<file path="config.mk">
export PLATFORM = sky130hd
export DESIGN_NAME = ljpf_mul
export DESIGN_NICKNAME = d
export VERILOG_FILES = /design/src/rtl/ljpf_pkg.sv /design/src/rtl/ljpf_mul.sv
export SDC_FILE = /design/constraint.sdc
export NUM_CORES = 2
export LEC_CHECK = 0
export CAP_MARGIN = 15
export CORE_MARGIN = 5
export CORE_UTILIZATION = 60
export CTS_CLUSTER_SIZE = 8
export DETAILED_ROUTE_END_ITERATION = 8
export DONT_BUFFER_PORTS = 1
export HOLD_SLACK_MARGIN = 0.08
export PLACE_DENSITY = 0.76
export SLEW_MARGIN = 5
export SYNTH_ARGS = -nofsm -noshare
export SYNTH_HDL_FRONTEND = slang
export SYNTH_SLANG_ARGS = --single-unit
</file>
<file path="constraint.sdc">
create_clock -name clock -period 11.14 [get_ports clock]
set_input_delay 2.228 -clock clock [delete_from_list [all_inputs] [get_ports clock]]
set_output_delay 2.228 -clock clock [all_outputs]
set_load 0.01 [all_outputs]
</file>
<file path="src/rtl/ljpf_pkg.sv">
// Shared types and constants of the Lennard-Jones pair force block.
// No dependencies; used by every other file of the block.
`default_nettype none

package ljpf_pkg;

   // Default count of particle species (table is species x species)
   localparam int MAX_SPECIES_DEF = 4;

   // Item opcodes
   localparam logic [2:0] OP_EVAL      = 3'd0;
   localparam logic [2:0] OP_WR_EPS    = 3'd1;
   localparam logic [2:0] OP_WR_SIGMA  = 3'd2;
   localparam logic [2:0] OP_WR_SHIFT  = 3'd3;
   localparam logic [2:0] OP_WR_CUTOFF = 3'd4;
   localparam logic [2:0] OP_CLR_SUM   = 3'd5;

   // Configuration register indexes
   localparam logic CSR_CHARGE_MODE   = 1'b0;
   localparam logic CSR_GLOBAL_CUTOFF = 1'b1;

   // Right-shift codes of the shared multiplier
   localparam logic [1:0] SH16 = 2'd0;
   localparam logic [1:0] SH24 = 2'd1;
   localparam logic [1:0] SH32 = 2'd2;

   // Quotient width of floor(2^56 / r)
   localparam int RECIP_BITS = 57;

   // Request to the shared multiplier
   typedef struct packed {
      logic       start;
      logic       neg;
      logic [1:0] sh;
   } mul_req_type;

endpackage

`default_nettype wire

</file>
<file path="src/rtl/ljpf_mul.sv">
// Shared 64x64 multiplier: four 32x32 partial products over cycles, then
// right shift, saturation and sign. Depends on ljpf_pkg.
`default_nettype none

module ljpf_mul (
   input  wire logic                 clock,
   input  wire logic                 reset,
   input  wire ljpf_pkg::mul_req_type mul_req,
   input  wire logic [63:0]          op_a,
   input  wire logic [63:0]          op_b,
   output logic [63:0]               res_u,
   output logic signed [63:0]        res_s,
   output logic                      done
);

   logic [63:0]        a_ff, a_in, b_ff, b_in;
   logic               neg_ff, neg_in;
   logic [1:0]         sh_ff, sh_in;
   logic [127:0]       acc_ff, acc_in;
   logic [63:0]        pp_ff, pp_in;
   logic [1:0]         pos_ff, pos_in;
   logic [2:0]         cnt_ff, cnt_in;
   logic               active_ff, active_in;
   logic               done_ff, done_in;
   logic [63:0]        ru_ff, ru_in;
   logic signed [63:0] rs_ff, rs_in;

   logic [31:0]  a_sel, b_sel;
   logic [127:0] pp_ext;
   logic [63:0]  u_val;
   logic         ovf;

   // Pick the halves for this step
   assign a_sel = cnt_ff[1] ? a_ff[63:32] : a_ff[31:0];
   assign b_sel = cnt_ff[0] ? b_ff[63:32] : b_ff[31:0];

   // Align the registered partial product
   always_comb begin
      case (pos_ff)
         2'd0:    pp_ext = {64'b0, pp_ff};
         2'd1:    pp_ext = {32'b0, pp_ff, 32'b0};
         default: pp_ext = {pp_ff, 64'b0};
      endcase
   end

   // Shift and saturate the full product
   always_comb begin
      case (sh_ff)
         ljpf_pkg::SH16: begin
            ovf   = |acc_ff[127:80];
            u_val = acc_ff[79:16];
         end
         ljpf_pkg::SH24: begin
            ovf   = |acc_ff[127:88];
            u_val = acc_ff[87:24];
         end
         default: begin
            ovf   = |acc_ff[127:96];
            u_val = acc_ff[95:32];
         end
      endcase
      if (ovf) begin
         u_val = {64{1'b1}};
      end
   end

   // Sequence the partial products
   always_comb begin
      a_in      = a_ff;
      b_in      = b_ff;
      neg_in    = neg_ff;
      sh_in     = sh_ff;
      acc_in    = acc_ff;
      pp_in     = pp_ff;
      pos_in    = pos_ff;
      cnt_in    = cnt_ff;
      active_in = active_ff;
      done_in   = 1'b0;
      ru_in     = ru_ff;
      rs_in     = rs_ff;
      if (mul_req.start) begin
         a_in      = op_a;
         b_in      = op_b;
         neg_in    = mul_req.neg;
         sh_in     = mul_req.sh;
         acc_in    = '0;
         cnt_in    = 3'd0;
         active_in = 1'b1;
      end else if (active_ff) begin
         cnt_in = cnt_ff + 3'd1;
         if (cnt_ff != 3'd0 && cnt_ff <= 3'd4) begin
            acc_in = acc_ff + pp_ext;
         end
         if (cnt_ff <= 3'd3) begin
            pp_in  = a_sel * b_sel;
            pos_in = (cnt_ff == 3'd0) ? 2'd0 : (cnt_ff == 3'd3) ? 2'd2 : 2'd1;
         end
         if (cnt_ff == 3'd5) begin
            active_in = 1'b0;
            done_in   = 1'b1;
            ru_in     = u_val;
            if (neg_ff) begin
               rs_in = u_val[63] ? {1'b1, 63'b0} : -$signed(u_val);
            end else begin
               rs_in = u_val[63] ? {1'b0, {63{1'b1}}} : $signed(u_val);
            end
         end
      end
   end

   always_ff @(posedge clock) begin
      if (reset) begin
         active_ff <= 1'b0;
         done_ff   <= 1'b0;
         cnt_ff    <= 3'd0;
      end else begin
         active_ff <= active_in;
         done_ff   <= done_in;
         cnt_ff    <= cnt_in;
      end
      a_ff   <= a_in;
      b_ff   <= b_in;
      neg_ff <= neg_in;
      sh_ff  <= sh_in;
      acc_ff <= acc_in;
      pp_ff  <= pp_in;
      pos_ff <= pos_in;
      ru_ff  <= ru_in;
      rs_ff  <= rs_in;
   end

   assign res_u = ru_ff;
   assign res_s = rs_ff;
   assign done  = done_ff;

endmodule

`default_nettype wire

</file>
# --- After elaboration in Yosys (flattened, before gate mapping) ---
# Cells that the tools add are included.
totals:
  ff_bits: 458
  input_bits: 134
  out_inout_bits: 129
  word_cells: 51
classes:
  add_sub_neg: 3
  multipliers: 1
  magnitude_cmp: 2
  n_eq_ne: 4
  muxes: 14
  bitwise_logic: 2
  n_reduce_logical: 13
op_table:
  columns: ["cell", "count"]
  rows:
  - ["$pmux 128 s2", 1]
  - ["$mux 64", 3]
  - ["$add 128x128->128", 1]
  - ["$pmux 64 s2", 1]
  - ["$mul 32x32->64", 1]
  - ["$mux 32", 2]
  - ["$neg 64->64", 1]
  - ["$mux 63", 1]
  - ["$reduce_or 48->1", 1]
  - ["$reduce_or 40->1", 1]
  - ["$reduce_or 32->1", 1]
  - ["$reduce_and 3->1", 2]
  - ["$eq 2x1->1 const B", 2]
  - ["$logic_not 2->1", 2]
  - ["$mux 1", 4]
  - ["$add 3x1->3 const B", 1]
  - ["$eq 3x2->1 const B", 1]
  - ["$eq 3x3->1 const B", 1]
  - ["$le 3x2->1 const B", 1]
  - ["$le 3x3->1 const B", 1]
  - ["$logic_not 3->1", 1]
  - ["$reduce_bool 3->1", 1]
  - ["$reduce_or 3->1", 1]
  - ["$mux 2", 1]
  - ["other kinds (5)", 6]

# --- Depth between registers and ports, before layout ---
depth:
  ltp_word: 6
  mapped_depth: 34
  ltp_nobuf: 29

# --- Least setup slack after synthesis ---
# Ideal clock, no wire load.
synth_path:
  path_kind: "register -> register"
  from: "register cnt_ff[1]"
  to: "register pp_ff[63] (data pin)"
  setup_ns: 0.262
  arrival_ns: 8.811
  required_ns: 10.878
  slack_ns: 2.068
  stages_incl_launch_ff: 31
  path_buffers: 5
  synth_period_minus_slack_ns: 9.072
  path_cell_list: "dfxtp_1 clkbuf_1 clkbuf_1 clkbuf_1 mux2i_1 clkbuf_1 nor2_1 fa_1 fa_1 inv_1 fa_1 fa_1 inv_1 fa_1 fa_1 fa_1 fa_1 ha_1 clkbuf_1 nand4_1 nor4_1 o21ai_0 o211ai_1 a31oi_1 o21ai_1 a31oi_2 o31ai_1 a221o_1 a211oi_2 o31ai_1 xnor2_1"
synth_via:
  elab_chain_cells: 2
synth_lines:
  columns: ["element", "line", "rtl"]
  rows:
  - ["start: declaration", "ljpf_mul.sv:22", "logic [2:0] cnt_ff, cnt_in;"]
  - ["start signal: assignment", "ljpf_mul.sv:119", "cnt_ff <= cnt_in;"]
  - ["$mux 32", "ljpf_mul.sv:34", "assign a_sel = cnt_ff[1] ? a_ff[63:32] : a_ff[31:0];"]
  - ["$mul 32x32->64", "ljpf_mul.sv:95", "pp_in = a_sel * b_sel;"]
  - ["end signal: assignment", "ljpf_mul.sv:126", "pp_ff <= pp_in;"]
  - ["end: declaration", "ljpf_mul.sv:20", "logic [63:0] pp_ff, pp_in;"]
# Every way passes these cells.
# A chain may end at the register's enable or synchronous reset.

# --- Final worst setup path ---
# Same ends and word-level chain as after synthesis.

==> results.py <==
metrics = {
    "logic_synthesis": {
        "yosysTopAreaCellShare_pct": 29.9,
        "syn-cell-area_um2": 60100,
        "async_flop_share_pct": 0,
        "synth_top_cells_by_area": "fa_1 (30%), edfxtp_1 (16%), ha_1 (8.2%), inv_1 (5.8%), nand2_1 (5.6%)",
        "seq_area_frac_synth_pct": 20.7,
        "synth-edff-count": 325,
        "ys_ff_latch": 458,
        "synth_flop_cell": "edfxtp_1",
        "yosysTopAreaCell": "fa_1",
        "synth.avg_cell_area_um2": 9.00,
        "syn_nets": 8107,
        "ys.warnings.count": 0,
        "synth_cells": 6680,
        "synthDistinctLibCells": 87,
    },
    "die": {
        "core_um2": 99900,
        "rows": 116,
        "io-pin-count": 263,
        "fp.dieArea_um2": 107000,
        "fp.dieW_um": 327,
        "fp.dieH_um": 327,
        "start_util_pct": 60.2,
    },
    "global_routing": {
        "grt.overflow.total": 0,
        "grt_max_degree": 231,
        "grt_antenna_before_repair": 5,
        "grt_pass1_vias": 50200,
        "grt_pass1_wl_um": 308000,
        "grt_usage_pct": 38.3,
    },
    "final_layout": {
        "area_growth_pct": 5.68,
        "nNetsFinal": 7939,
        "drive_above_1_share_pct": 5.24,
        "fin_area_um2": 63500,
    },
    "placement": {
        "portBuffers": 0,
        "place_area_um2": 61400,
        "hpwl_um": 162000,
        "gp_congestion": 1.02,
    },
    "critical_path": {
        "arrival_ns": 10.83,
        "critPathMostFrequentCell": "fa_1",
        "slowest_delay_ns": 1.11,
        "critPathLaunchType": "register",
        "crit_type": "register to register",
        "critPathMaxFanout": 49,
        "end_kind": "register",
        "critPathSlowestCell": "mux2i_2",
        "crit_required_ns": 11.54,
    },
    "timing": {
        "tightest_slew_ns": 1.26,
        "skew_ns": 0.0380,
        "period_minus_slack_ns": 10.42,
        "post-route-period-util_pct": 93.5,
        "max_freq_ghz": 0.0960,
        "setup_tns_ns": 0,
        "rsz0062_at_grt": "no",
        "hold_viol": 0,
        "setup_viol": 0,
        "drv_slew": 0,
        "slew-limit-headroom_pct": 14.5,
    },
    "clock_network": {
        "cts_hold_repair.buffers": 0,
        "htree_levels": 3,
        "max-clock-path-buffers": 3,
        "clockRootBuffer": "clkbuf_16",
        "postCtsSetupBuffers": 0,
        "cts.sinks": 458,
        "clkSlewWorstSetupHoldPaths_ns": 0.06,
        "cts_tree": "yes",
        "cts_buffers": 69,
        "cts.repair.resized": 0,
        "clk_latency_ns": 0.67,
    },
    "routing": {
        "wl_per_cell_um": 26.1,
        "ant_nets": 0,
        "drtPass1Iterations": 7,
        "vias": 49300,
        "post_drt_via_cell_ratio": 6.27,
        "drc": 0,
        "drt-initial-drc-count": 5587,
        "routed_wl_um": 205000,
    },
    "min_path": {
        "min_path_type": "register to register",
    },
    "run_status": {
        "status": "completed",
    },
    "flow_run": {
        "maxCapViolations": 0,
    },
}
-- cell usage in the layout, fill, tap and decap left out, types with 50 or more instances in the layout --
cell         n
xor2_1      80
nand3_1     50
buf_4      102
nand2_1    889
a22o_1      69
o21bai_1    55
a21o_1     102
ha_1       396
clkbuf_16   69
xnor2_1    131
a21oi_1    429
edfxtp_1   325
dfxtp_1    131
o21ai_0    170
nand4_1     81
nor2_1     846
inv_1      930
fa_1       897
mux2i_1    125
mux2_2      71
and2_1      82
-- cell type report --
class                      count  area, µm²
antenna                        5       12.5
clock buffer                 109       1890
clock inverter                11        198
fill                        8281      36300
inverter                     931       3490
multi-input combinational   4947      43100
sequential                   458      12400
tap                         1298       1620
timing repair buffer         105        796
-- sequential cells by signal, summed over array words and instances (netlist names) --
| register | count |
|---|---|
| done | 1 |
| a_ff | 64 |
| active_ff | 1 |
| cnt_ff | 3 |
| b_ff | 64 |
| pos_ff | 2 |
| pp_ff | 64 |
| acc_ff | 128 |
| res_u | 64 |
| neg_ff | 1 |
| sh_ff | 2 |
| res_s | 64 |
-- logic make-up after synthesis --
group | Yosys count | share of synthesized area [%]
buf+inv | 1275 | 8.04
simple gates | 2156 | 15.1
fa+ha+maj | 1293 | 38.1
mux | 239 | 4.13
xor+xnor | 211 | 3.07
compound gates | 1048 | 10.9
flops | 458 | 20.7
-- worst max-delay path: cells and delay by family (launching register included) --
family,cells,cell delay [ns]
AO/OA/AOI/OAI,9,2.33
AND/OR/NAND/NOR,3,0.66
flip-flops,1,0.92
buffers and inverters,7,0.62
XOR/XNOR,1,0.10
adder cells (fa/ha/maj),9,4.37
multiplexers,1,1.11
-- final timing paths --
path / startpoint / endpoint / slack (ns) / cells past startpoint
setup / recovery: cnt_ff[1] / pp_ff[63] / 0.72 / 30
hold / removal: acc_ff[7] / acc_ff[7] / 0.46 / 2
setup reg to reg: cnt_ff[1] / pp_ff[63] / 0.72 / 30
hold reg to reg: acc_ff[7] / acc_ff[7] / 0.46 / 2
-- through the flow --
stage / std cells / setup slack [ns] / hold slack [ns] / utilization (%)
floorplan: 6680 / 2.07 / 0.436 / -
global placement: 7736 / 1.16 / 0.443 / 61.5
detailed placement: 7736 / 0.905 / 0.448 / 61.5
CTS: 7856 / 0.924 / 0.458 / 63.6
global route: 7859 / 0.402 / 0.475 / 63.6
finish: 7864 / 0.719 / 0.459 / 63.6
-- cell usage after synthesis (5+ instances only) --
cell type,instances
inv_1,930
nor4_1,32
buf_1,20
ha_1,396
o221ai_1,5
nand3_1,50
a22oi_1,11
a21oi_1,429
and3_1,22
a31oi_1,22
nand4_1,81
o211ai_1,10
a211oi_1,23
nor2_1,851
and2_1,83
o31ai_1,18
dfxtp_1,133
nand2b_1,24
nor3_1,41
a22o_1,69
or2_2,11
o21ai_0,170
o21ai_1,14
edfxtp_1,325
a21o_1,102
xor2_1,80
nand2_1,890
fa_1,897
mux2i_1,167
o41ai_1,5
a21boi_0,13
mux2_2,71
clkbuf_1,299
or3_1,18
or4_1,8
buf_2,19
a31o_2,8
o31a_1,6
a221oi_1,7
xnor2_1,131
o21bai_1,55
a2111oi_0,5
o21a_1,29
nor2b_1,23
-- per-layer routing --
layer  vias to the layer above  GRT usage [%]  share of wire (%)
met1                     23800           47.3                 36
met3                       828           12.8                 12
met5                         -              0              0.028
met2                      3328           57.4                 42
met4                         6           25.5                8.7
li1                      21300              -                  -
Power is left out: the tool's default activity adds up to more than one toggle a clock period on the data nets, which glitch-free logic cannot reach.
