## config.mk

```make
export PLATFORM = sky130hd
export DESIGN_NAME = ljpf_div
export DESIGN_NICKNAME = d
export VERILOG_FILES = /design/src/rtl/ljpf_pkg.sv /design/src/rtl/ljpf_div.sv
export SDC_FILE = /design/constraint.sdc
export NUM_CORES = 1
export LEC_CHECK = 0
export ABC_AREA = 0
export BUFFER_PORTS_ARGS = -buffer_cell sky130_fd_sc_hd__buf_2
export CORE_MARGIN = 2
export CORE_UTILIZATION = 27
export CTS_CLUSTER_DIAMETER = 30
export DETAILED_ROUTE_END_ITERATION = 10
export SYNTH_ARGS = -nofsm -noshare
export SYNTH_HDL_FRONTEND = slang
export SYNTH_SLANG_ARGS = --single-unit
```

## constraint.sdc

```tcl
create_clock -name clock -period 4.06 [get_ports clock]
set_input_delay 0.812 -clock clock [delete_from_list [all_inputs] [get_ports clock]]
set_output_delay 0.812 -clock clock [all_outputs]
set_load 0.05 [all_outputs]
```

## src/rtl/ljpf_pkg.sv

```systemverilog
// Shared types and constants of the Lennard-Jones pair force block.
// No dependencies; used by every other file of the block.
`default_nettype none

package ljpf_pkg;

   // Default count of particle species (table is species x species)
   localparam int MAX_SPECIES_DEF = 4;

   // Item opcodes
   localparam logic [2:0] OP_EVAL      = 3'd0;
   localparam logic [2:0] OP_WR_EPS    = 3'd1;
   localparam logic [2:0] OP_WR_SIGMA  = 3'd2;
   localparam logic [2:0] OP_WR_SHIFT  = 3'd3;
   localparam logic [2:0] OP_WR_CUTOFF = 3'd4;
   localparam logic [2:0] OP_CLR_SUM   = 3'd5;

   // Configuration register indexes
   localparam logic CSR_CHARGE_MODE   = 1'b0;
   localparam logic CSR_GLOBAL_CUTOFF = 1'b1;

   // Right-shift codes of the shared multiplier
   localparam logic [1:0] SH16 = 2'd0;
   localparam logic [1:0] SH24 = 2'd1;
   localparam logic [1:0] SH32 = 2'd2;

   // Quotient width of floor(2^56 / r)
   localparam int RECIP_BITS = 57;

   // Request to the shared multiplier
   typedef struct packed {
      logic       start;
      logic       neg;
      logic [1:0] sh;
   } mul_req_type;

endpackage

`default_nettype wire

```

## src/rtl/ljpf_div.sv

```systemverilog
// Bit-serial restoring divider for floor(2^56 / r), one quotient bit a cycle.
// Depends on ljpf_pkg.
`default_nettype none

module ljpf_div (
   input  wire logic                              clock,
   input  wire logic                              reset,
   input  wire logic                              start,
   input  wire logic [31:0]                       divisor,
   output logic [ljpf_pkg::RECIP_BITS-1:0]        quot,
   output logic                                   done
);

   localparam int QB = ljpf_pkg::RECIP_BITS;
   localparam int CW = $clog2(QB);

   logic [31:0]   d_ff, d_in;
   logic [31:0]   rem_ff, rem_in;
   logic [QB-1:0] q_ff, q_in;
   logic [CW-1:0] cnt_ff, cnt_in;
   logic          active_ff, active_in;
   logic          done_ff, done_in;
   logic [32:0]   trial;
   logic          top_bit;

   // Dividend is a single one at the top quotient position
   assign top_bit = (cnt_ff == CW'(QB - 1));
   assign trial   = {rem_ff, top_bit};

   // Produce one quotient bit
   always_comb begin
      d_in      = d_ff;
      rem_in    = rem_ff;
      q_in      = q_ff;
      cnt_in    = cnt_ff;
      active_in = active_ff;
      done_in   = 1'b0;
      if (start) begin
         d_in      = divisor;
         rem_in    = '0;
         cnt_in    = CW'(QB - 1);
         active_in = 1'b1;
      end else if (active_ff) begin
         if (trial >= {1'b0, d_ff}) begin
            rem_in = 32'(trial - {1'b0, d_ff});
            q_in   = {q_ff[QB-2:0], 1'b1};
         end else begin
            rem_in = trial[31:0];
            q_in   = {q_ff[QB-2:0], 1'b0};
         end
         if (cnt_ff == '0) begin
            active_in = 1'b0;
            done_in   = 1'b1;
         end else begin
            cnt_in = cnt_ff - CW'(1);
         end
      end
   end

   always_ff @(posedge clock) begin
      if (reset) begin
         active_ff <= 1'b0;
         done_ff   <= 1'b0;
         cnt_ff    <= '0;
      end else begin
         active_ff <= active_in;
         done_ff   <= done_in;
         cnt_ff    <= cnt_in;
      end
      d_ff   <= d_in;
      rem_ff <= rem_in;
      q_ff   <= q_in;
   end

   assign quot = q_ff;
   assign done = done_ff;

endmodule

`default_nettype wire

```

### Word-level counts from Yosys, hierarchy flattened

Index checks and enable logic that the tools add are counted.

* register bits: 129

* $add $sub $neg: 2
* $lt $le $gt $ge: 1
* eq/ne operators: 2
* mux-type cells: 9
* bitwise operators: 3
* reductions and logical operators: 7

Operators by type and width (number)
* 33-bit by 32-bit >= comparator with 1-bit output: 1
* 32-bit 2-to-1 mux: 1
* 32-bit subtractor: 1
* 6-bit 2-to-1 mux: 3
* 6-bit == test (second input constant): 1
* 6-bit logical NOT: 1
* 2-bit AND reduction: 3
* 6-bit by 1-bit subtractor with 6-bit output (second input constant): 1
* 1-bit 2-to-1 mux: 5
* 1-bit inverter: 3
* 3-bit OR reduction: 1
* 2-bit inequality test (second input constant): 1
* 2-bit nonzero test: 1
* 2-bit OR reduction: 1

### Logic depth before layout (Yosys ltp)

Gate-level depths: netlist of run 1.

* depth after elaboration: 4
* mapped depth: 18

### Worst setup path before layout of run 1

Ideal clock, no wire load.

* path type: reg-to-reg
* start: register cnt_ff[0]
* end: register rem_ff[28]
* setup time: 0.117 ns
* arrival time: 3.148 ns
* required time: 3.943 ns
* setup slack: 0.795 ns
* stages on the path, launching flop included: 18
* path buffers: 0
* clock period less this slack: 3.265 ns
* cell sequence: dfxtp_1 > inv_1 > ha_1 > nand2b_1 > inv_1 > nand4_1 > ha_1 > inv_1 > fa_1 > a21oi_1 > o211ai_1 > a22oi_1 > o21ai_1 > or3_1 > a31oi_1 > nor2_1 > mux2i_1 > o22a_1

* word-level cells in the longest chain between the ends: 3
* elaborated cells on any way between the ends: 4
* those cells by class: 1 x add/sub; 1 x order compare; 1 x eq/ne; 1 x mux

RTL lines
* start, declared: RTL line ljpf_div.sv:20 `logic [CW-1:0] cnt_ff, cnt_in;`
* start signal, assigned: RTL line ljpf_div.sv:68 `cnt_ff <= cnt_in;`
* 6-bit == test (*): RTL line ljpf_div.sv:27 `assign top_bit = (cnt_ff == CW'(QB - 1));`
* 32-bit subtractor or 33-bit by 32-bit >= comparator with 1-bit output (tied branches): RTL line ljpf_div.sv:45, ljpf_div.sv:44
* 32-bit 2-to-1 mux (*): RTL line ljpf_div.sv:44 `if (trial >= {1'b0, d_ff}) begin`
* end signal, assigned: RTL line ljpf_div.sv:71 `rem_ff <= rem_in;`
* end, declared: RTL line ljpf_div.sv:18 `logic [31:0] rem_ff, rem_in;`

Mark *: on every way between the ends. The rest lies on a longest branch, timed or not.
A chain may end at the register's enable or synchronous reset.

### Worst setup path in the final report of run 1

Ends and elaborated chain as after synthesis.

==> summary.txt, run 1 <==
Clocking
  – Num Clock Sinks: 129
  – CTS Buf Count: 17
  – Hold_buf cts: 0
  – CTS tree: built
  – H-tree Lvls: 4
  – Clk buf depth: 2
  – Post-CTS setup buffers: 0
  – Clock-pin slew on the worst setup and hold paths: 0.06 ns
  – # resized after CTS: 0
  – Clk_lat worst skew: 0.42 ns
  – CTS root buf: clkbuf_16

Synth
  – Syn Std Cell Area: 6292 um^2
  – Sequential share of the synthesized area: 0.5520
  – Cell taking the most area after synthesis: edfxtp_1
  – Async SR Flop Fraction: 0
  – Post-synth top cells: 89 x edfxtp_1, 51 x nor2_1, 46 x a21oi_1, 45 x inv_1, 45 x nand2_1
  – Post-Syn Nets: 643
  – Synthesized area per cell: 10.96 um^2
  – Most common cell in the netlist: edfxtp_1
  – Unique cell type count in the Yosys netlist: 63
  – Ys flop type: edfxtp_1
  – Flops & latches, synth: 129
  – Area contributors post-synth: edfxtp_1 42%, dfxtp_1 13%, ha_1 6.6%, a21oi_1 3.7%, nor2_1 3.0%
  – Number of flops mapped to enable cells by yosys: 89
  – Post-Synthesis Cells: 574
  – Ys Warns: 0
  – Synth top area share: 0.4247

Power and ir drop
  – Gate power share: 0.167
  – Clk pwr share: 0.419
  – Max VDD drop: 218.8 uV
  – Switch share: 0.2885
  – Leakage power: 3.051 nW
  – Reg power frac: 0.413
  – Int Power: 0.002639 W
  – P per Cell Area: 485.8 nW/um^2
  – Sw Pwr: 0.001070 W

Place
  – Hpwl dp: 9944 um
  – Buffers on Ports: 92
  – GPL Wtd Cong: 0.7837

Route
  – Drt drc: 0
  – Post-route ant nets: 0
  – Drt wl/cell: 14.38 um
  – Vias: 4575
  – DR iter-0 viols: 253
  – Final wirelength: 14170 um
  – Vias/cell: 4.640
  – DRT Pass-1 Iters: 4

STA
  – Tcrit/Tclk final: 0.9073
  – Setup Skew: 0.009289 ns
  – RSZ-0062 raised after global routing: false
  – Setup violators final: 0
  – Worst slew pin tran: 0.8976 ns
  – Setup TNS: 0 ns
  – Fmax: 271.5 MHz
  – Fin crit period: 3.683 ns
  – Headroom to the max-slew limit: 0.4008
  – Hold Fails Final Rpt: 0
  – Slew Limit Fails: 0

Floorplanning
  – Core area: 22780 um^2
  – Die width: 156.7 um
  – Die Span Y: 156.7 um
  – Die area: 24540 um^2
  – Initial Utilization: 0.2762
  – IO Count: 93
  – Rows: 55

Critical path
  – Slowest cell on crit path: a22oi_1
  – Crit end category: flip-flop
  – CP Buf/Inv Count: 3
  – Critical path's most frequent cell: inv_1
  – Cell Chain, Critical Path: inv_1 -> ha_1 -> nand2b_1 -> inv_1 -> nand4_1 -> ha_1 -> inv_1 -> fa_1 -> a21oi_1 -> o211ai_1 -> a22oi_1 -> o21ai_1 -> or3_1 -> a31oi_1 -> nor2_1 -> mux2i_1 -> o22a_1
  – Worst Path Arrival: 4.00 ns
  – Setup CP Type: reg -> reg
  – Slowest stage delay, CP: 0.45 ns
  – Max Fanout on Critical Path: 5
  – CP Launch Type: flip-flop
  – Critical Path RT: 4.37 ns
  – Delay-heaviest family, CP: compound AO/OA/AOI/OAI gates

Global routing
  – Vias in the first global route: 4311
  – First-pass GRT wire length: 22360 um
  – Gr ovfl total: 0
  – Largest net degree at the start of global routing: 65
  – Gr usage total: 0.1168
  – Antenna violations before repair: 0

Hold path
  – Hold Path Class: reg -> reg

Final layout
  – Util after Layout: 0.3352
  – # diodes: 0
  – Area Growth Syn to Fin: 21.34%
  – Nets: 729
  – Share of cells above drive strength 1: 0.2036

Job
  – Number of max-cap violations: 0

Run status
  – Run status: finished clean
==> sequential cells by signal (all words and copies together), names as in the netlist <==
signal and count:
active_ff 1, cnt_ff 6, d_ff 32, done 1, quot 57, rem_ff 32
==> logic make-up after synthesis <==
group | count (synthesis) | share of synthesized area
AOI/OAI and AO/OA | 146 | 0.1595
xor gates and xnor gates | 28 | 0.03897
adders and majority gates | 34 | 0.06880
buffers and inverters | 75 | 0.05210
DFF | 129 | 0.5520
muxes | 10 | 0.01611
and+or+nand+nor | 152 | 0.1125
==> power by group through the flow <==
stage / clock network (W) / registers (W) / logic (W)
floorplan: 0 / 0.00160 / 0.000437
CTS: 0.00160 / 0.00153 / 0.000622
global route: 0.00165 / 0.00154 / 0.000690
global placement: 0 / 0.00156 / 0.000616
detailed placement: 0 / 0.00156 / 0.000619
finish: 0.00156 / 0.00153 / 0.000620
==> per-layer routing <==
metal / part of all wire / vias to the layer above / global-route usage
li1: - / 2284 / -
met3: 0.058 / 16 / 0.03489
met1: 0.48 / 2141 / 0.1503
met2: 0.45 / 134 / 0.1882
met4: 0.013 / 0 / 0.03757
met5: 0 / - / 0
==> final cells by class <==
type                       instances  area [um^2]
clock buffer                      17        425.4
clock inverter                    15        175.2
fill                            2329        15140
inverter                          46        175.2
multi-input combinational        370         2491
sequential                       129         3473
tap                              313        391.6
timing repair buffer              96        503.0
==> per-stage QoR <==
step | area (um^2) | cells | total power (W) | hold WS [ns] | setup WS, ns
floorplan | 6292 | 574 | 0.002040 | 0.4580 | 0.7951
global placement | 7034 | 954 | 0.002176 | 0.4258 | 0.4778
detailed placement | 7034 | 954 | 0.002181 | 0.4279 | 0.3603
CTS | 7635 | 986 | 0.003753 | 0.4430 | 0.3265
global route | 7635 | 986 | 0.003880 | 0.4509 | 0.06389
finish | 7635 | 986 | 0.003709 | 0.4417 | 0.3765
==> worst register-to-register path, stage by stage (launching register included) <==
cell and delay [ns]:
dfxtp_1 0.33, inv_1 0.07, ha_1 0.21, nand2b_1 0.11, inv_1 0.05, nand4_1 0.10, ha_1 0.18, inv_1 0.05
fa_1 0.41, a21oi_1 0.17, o211ai_1 0.16, a22oi_1 0.45, o21ai_1 0.20, or3_1 0.39, a31oi_1 0.28, nor2_1 0.08
mux2i_1 0.13, o22a_1 0.22
==> layout by cell type (no fill, tap or decap), drive strengths merged, types with 11 or more instances in the layout <==
| cell | netlist | final |
|---|---|---|
| buf | 16 | 96 |
| edfxtp | 89 | 89 |
| inv | 46 | 52 |
| nor2 | 51 | 51 |
| a21oi | 46 | 46 |
| nand2 | 45 | 45 |
| dfxtp | 40 | 40 |
| ha | 33 | 33 |
| a211oi | 18 | 18 |
| clkbuf | 13 | 17 |
| xnor2 | 16 | 16 |
| a21o | 15 | 15 |
| nor3 | 14 | 14 |
| o21ai | 14 | 14 |
| xor2 | 12 | 12 |
| nand4 | 11 | 11 |
==> worst paths after layout <==
| path | to | slack [ns] | depth (start not counted) | start |
|---|---|---|---|---|
| max reg2reg | rem_ff[28] | 0.38 | 17 | cnt_ff[0] |
| min | quot[20] | 0.44 | 0 | quot[19] |
| max | rem_ff[28] | 0.38 | 17 | cnt_ff[0] |
| min reg2reg | quot[20] | 0.44 | 0 | quot[19] |
Power figures use the tool's default switching activity.
==> run 2: changes to the inputs <==
--- a/config.mk
+++ b/config.mk
@@ -8,9 +8,10 @@
 export ABC_AREA = 0
 export BUFFER_PORTS_ARGS = -buffer_cell sky130_fd_sc_hd__buf_2
 export CORE_MARGIN = 2
-export CORE_UTILIZATION = 27
+export CORE_UTILIZATION = 57
 export CTS_CLUSTER_DIAMETER = 30
 export DETAILED_ROUTE_END_ITERATION = 10
+export PLACE_DENSITY = 0.8
 export SYNTH_ARGS = -nofsm -noshare
 export SYNTH_HDL_FRONTEND = slang
 export SYNTH_SLANG_ARGS = --single-unit
==> summary.txt, run 2 (synthesized netlist as in run 1, its figures left out) <==
Critical path
  – Slowest cell on crit path: fa_1 (was a22oi_1)
  – Crit end category: flip-flop (unchanged)
  – Cell Chain, Critical Path: inv_1 -> ha_1 -> nand2b_1 -> inv_1 -> nand4_1 -> ha_1 -> inv_1 -> fa_1 -> a21oi_1 -> o211ai_1 -> a22oi_1 -> o21ai_1 -> or3_1 -> a31oi_1 -> nor2_1 -> mux2i_1 -> o22a_1 (unchanged)
  – Slowest stage delay, CP: 0.41 ns (was 0.45 ns)
  – Worst Path Arrival: 3.97 ns (was 4.00 ns)
  – Max Fanout on Critical Path: 3 (was 5)
  – CP Buf/Inv Count: 3 (unchanged)
  – Delay-heaviest family, CP: compound AO/OA/AOI/OAI gates (unchanged)
  – CP Launch Type: flip-flop (unchanged)
  – Critical Path RT: 4.48 ns (was 4.37 ns)
  – Setup CP Type: reg -> reg (unchanged)
  – Critical path's most frequent cell: inv_1 (unchanged)

Final layout
  – Layout filler cell count: 816 (was 2329)
  – Commonest cells after routing, fill and taps aside: 92 x buf_2, 89 x edfxtp_1, 51 x nor2_1 (unchanged)
  – Largest register FFs: 57 (unchanged)
  – # diodes: 0 (unchanged)
  – Cell area after layout: 7383 um^2 (was 7635 um^2)
  – Util after Layout: 0.6841 (was 0.3352)
  – Nets: 730 (was 729)
  – Area Growth Syn to Fin: 17.34% (was 21.34%)
  – Finished Layout Cells: 814 (was 986)
  – Commonest non-fill, non-tap cell in the layout: buf_2 (unchanged)
  – Share of cells above drive strength 1: 0.2033 (was 0.2036)

Global routing
  – Met2 usage: 0.4099 (was 0.1882)
  – Antenna violations before repair: 0 (unchanged)
  – Largest net degree at the start of global routing: 65 (unchanged)
  – First-pass GRT wire length: 21940 um (was 22360 um)
  – Gr usage total: 0.2429 (was 0.1168)
  – Gr ovfl total: 0 (unchanged)
  – GR Util met1: 0.2935 (was 0.1503)
  – Met3 usage: 0.07292 (was 0.03489)
  – Most Crowded Layer GR: met2 (unchanged)
  – Vias in the first global route: 4571 (was 4311)

Power and ir drop
  – Clk pwr share: 0.402 (was 0.419)
  – Leakage power: 3.030 nW (was 3.051 nW)
  – Reg power frac: 0.424 (was 0.413)
  – Max VDD drop: 391.0 uV (was 218.8 uV)
  – Gate power share: 0.174 (was 0.167)
  – Switch share: 0.2811 (was 0.2885)
  – P per Cell Area: 489.2 nW/um^2 (was 485.8 nW/um^2)
  – Sw Pwr: 0.001015 W (was 0.001070 W)
  – Total chip power: 0.003612 W (was 0.003709 W)
  – Int Power: 0.002597 W (was 0.002639 W)

STA
  – Slew Limit Fails: 0 (unchanged)
  – Setup TNS: 0 ns (unchanged)
  – Hold Fails Final Rpt: 0 (unchanged)
  – Tcrit/Tclk final: 0.8762 (was 0.9073)
  – Headroom to the max-slew limit: 0.2364 (was 0.4008)
  – Worst slew pin tran: 1.144 ns (was 0.8976 ns)
  – Fmax: 281.1 MHz (was 271.5 MHz)
  – Setup Skew: 0.01246 ns (was 0.009289 ns)
  – Setup violators final: 0 (unchanged)
  – RSZ-0062 raised after global routing: false (unchanged)
  – Fin crit period: 3.557 ns (was 3.683 ns)

Clocking
  – Clock-pin slew on the worst setup and hold paths: 0.06 ns (about the same)
  – Clk buf depth: 2 (unchanged)
  – CTS tree: built (unchanged)
  – CTS Buf Count: 17 (unchanged)
  – Hold_buf cts: 0 (unchanged)
  – # resized after CTS: 0 (unchanged)
  – Num Clock Sinks: 129 (unchanged)
  – Clk_lat worst skew: 0.53 ns (was 0.42 ns)
  – Post-CTS setup buffers: 0 (unchanged)
  – CTS root buf: clkbuf_8 (was clkbuf_16)
  – H-tree Lvls: 4 (unchanged)

Route
  – Vias/cell: 5.813 (was 4.640)
  – DRT Pass-1 Iters: 6 (was 4)
  – Drt drc: 0 (unchanged)
  – Final wirelength: 13660 um (was 14170 um)
  – DR iter-0 viols: 264 (was 253)
  – Vias: 4732 (was 4575)
  – Drt wl/cell: 16.78 um (was 14.38 um)
  – Post-route ant nets: 0 (unchanged)

Place
  – Buffers on Ports: 92 (unchanged)
  – Placed inst area: 6813 um^2 (was 7034 um^2)
  – Hpwl dp: 9272 um (was 9944 um)
  – GPL Wtd Cong: 0.9061 (was 0.7837)
  – DP Cell Count: 782 (was 954)

Floorplanning
  – Initial Utilization: 0.5830 (was 0.2762)
  – IO Count: 93 (unchanged)
  – Rows: 38 (was 55)
  – Die area: 11900 um^2 (was 24540 um^2)
  – Die Span Y: 109.1 um (was 156.7 um)
  – Die width: 109.1 um (was 156.7 um)
  – Core area: 10790 um^2 (was 22780 um^2)

Hold path
  – Hold Path Class: reg -> reg (unchanged)

Job
  – Number of max-cap violations: 0 (unchanged)

Run status
  – Run status: finished clean (unchanged)
## run 2: changes by cell type in the layout (fill, tap and decap cells not counted), moves of 2 or more
cell and change:
inv_8 -3, inv_6 +2, clkinvlp_4 +2, buf_4 +2
clkinv_4 -3
## run 2: area by class of cell
cell class | count | area [um^2] | area share
Inverter | 46 | 175.2 | 0.02372
Sequential cell | 129 | 3473 | 0.4704
Clock buffer | 18 | 417.9 | 0.05660
Tap cell | 140 | 175.2 | 0.02372
Timing Repair Buffer | 97 | 498.0 | 0.06745
Clock inverter | 14 | 152.6 | 0.02067
Multi-Input combinational cell | 370 | 2491 | 0.3374
## run 2: power by group through the flow
stage | Combinational [W] | Clock (W) | Sequential [W]
CTS | 0.000626 | 0.00148 | 0.00153
global placement | 0.000603 | 0 | 0.00155
detailed placement | 0.000617 | 0 | 0.00156
finish | 0.000629 | 0.00145 | 0.00153
global route | 0.000698 | 0.00153 | 0.00154
floorplan | 0.000437 | 0 | 0.00160
## run 2: worst paths after layout
check,from,to,slack (ns),cells after the start
worst max-delay path,cnt_ff[0],rem_ff[28],0.50,17
worst min-delay path,quot[14],quot[15],0.44,0
worst max register to register,cnt_ff[0],rem_ff[28],0.50,17
worst min register to register,quot[14],quot[15],0.44,0
## run 2: per-layer routing
metal	vias to the layer above	wire [um]	share of wire
li1	2282	-	-
met1	2276	5788	0.42
met3	22	799	0.058
met2	152	6848	0.50
met4	0	226	0.017
met5	-	0	0
## run 2: metrics by stage
step                      hold slack (ns)  setup WS (ns)
after floorplan                    0.4580         0.7951
after global placement             0.4273         0.7068
after detailed placement           0.4263         0.5370
after CTS                          0.4282         0.5088
after global routing               0.4275         0.2318
final                              0.4412         0.5026
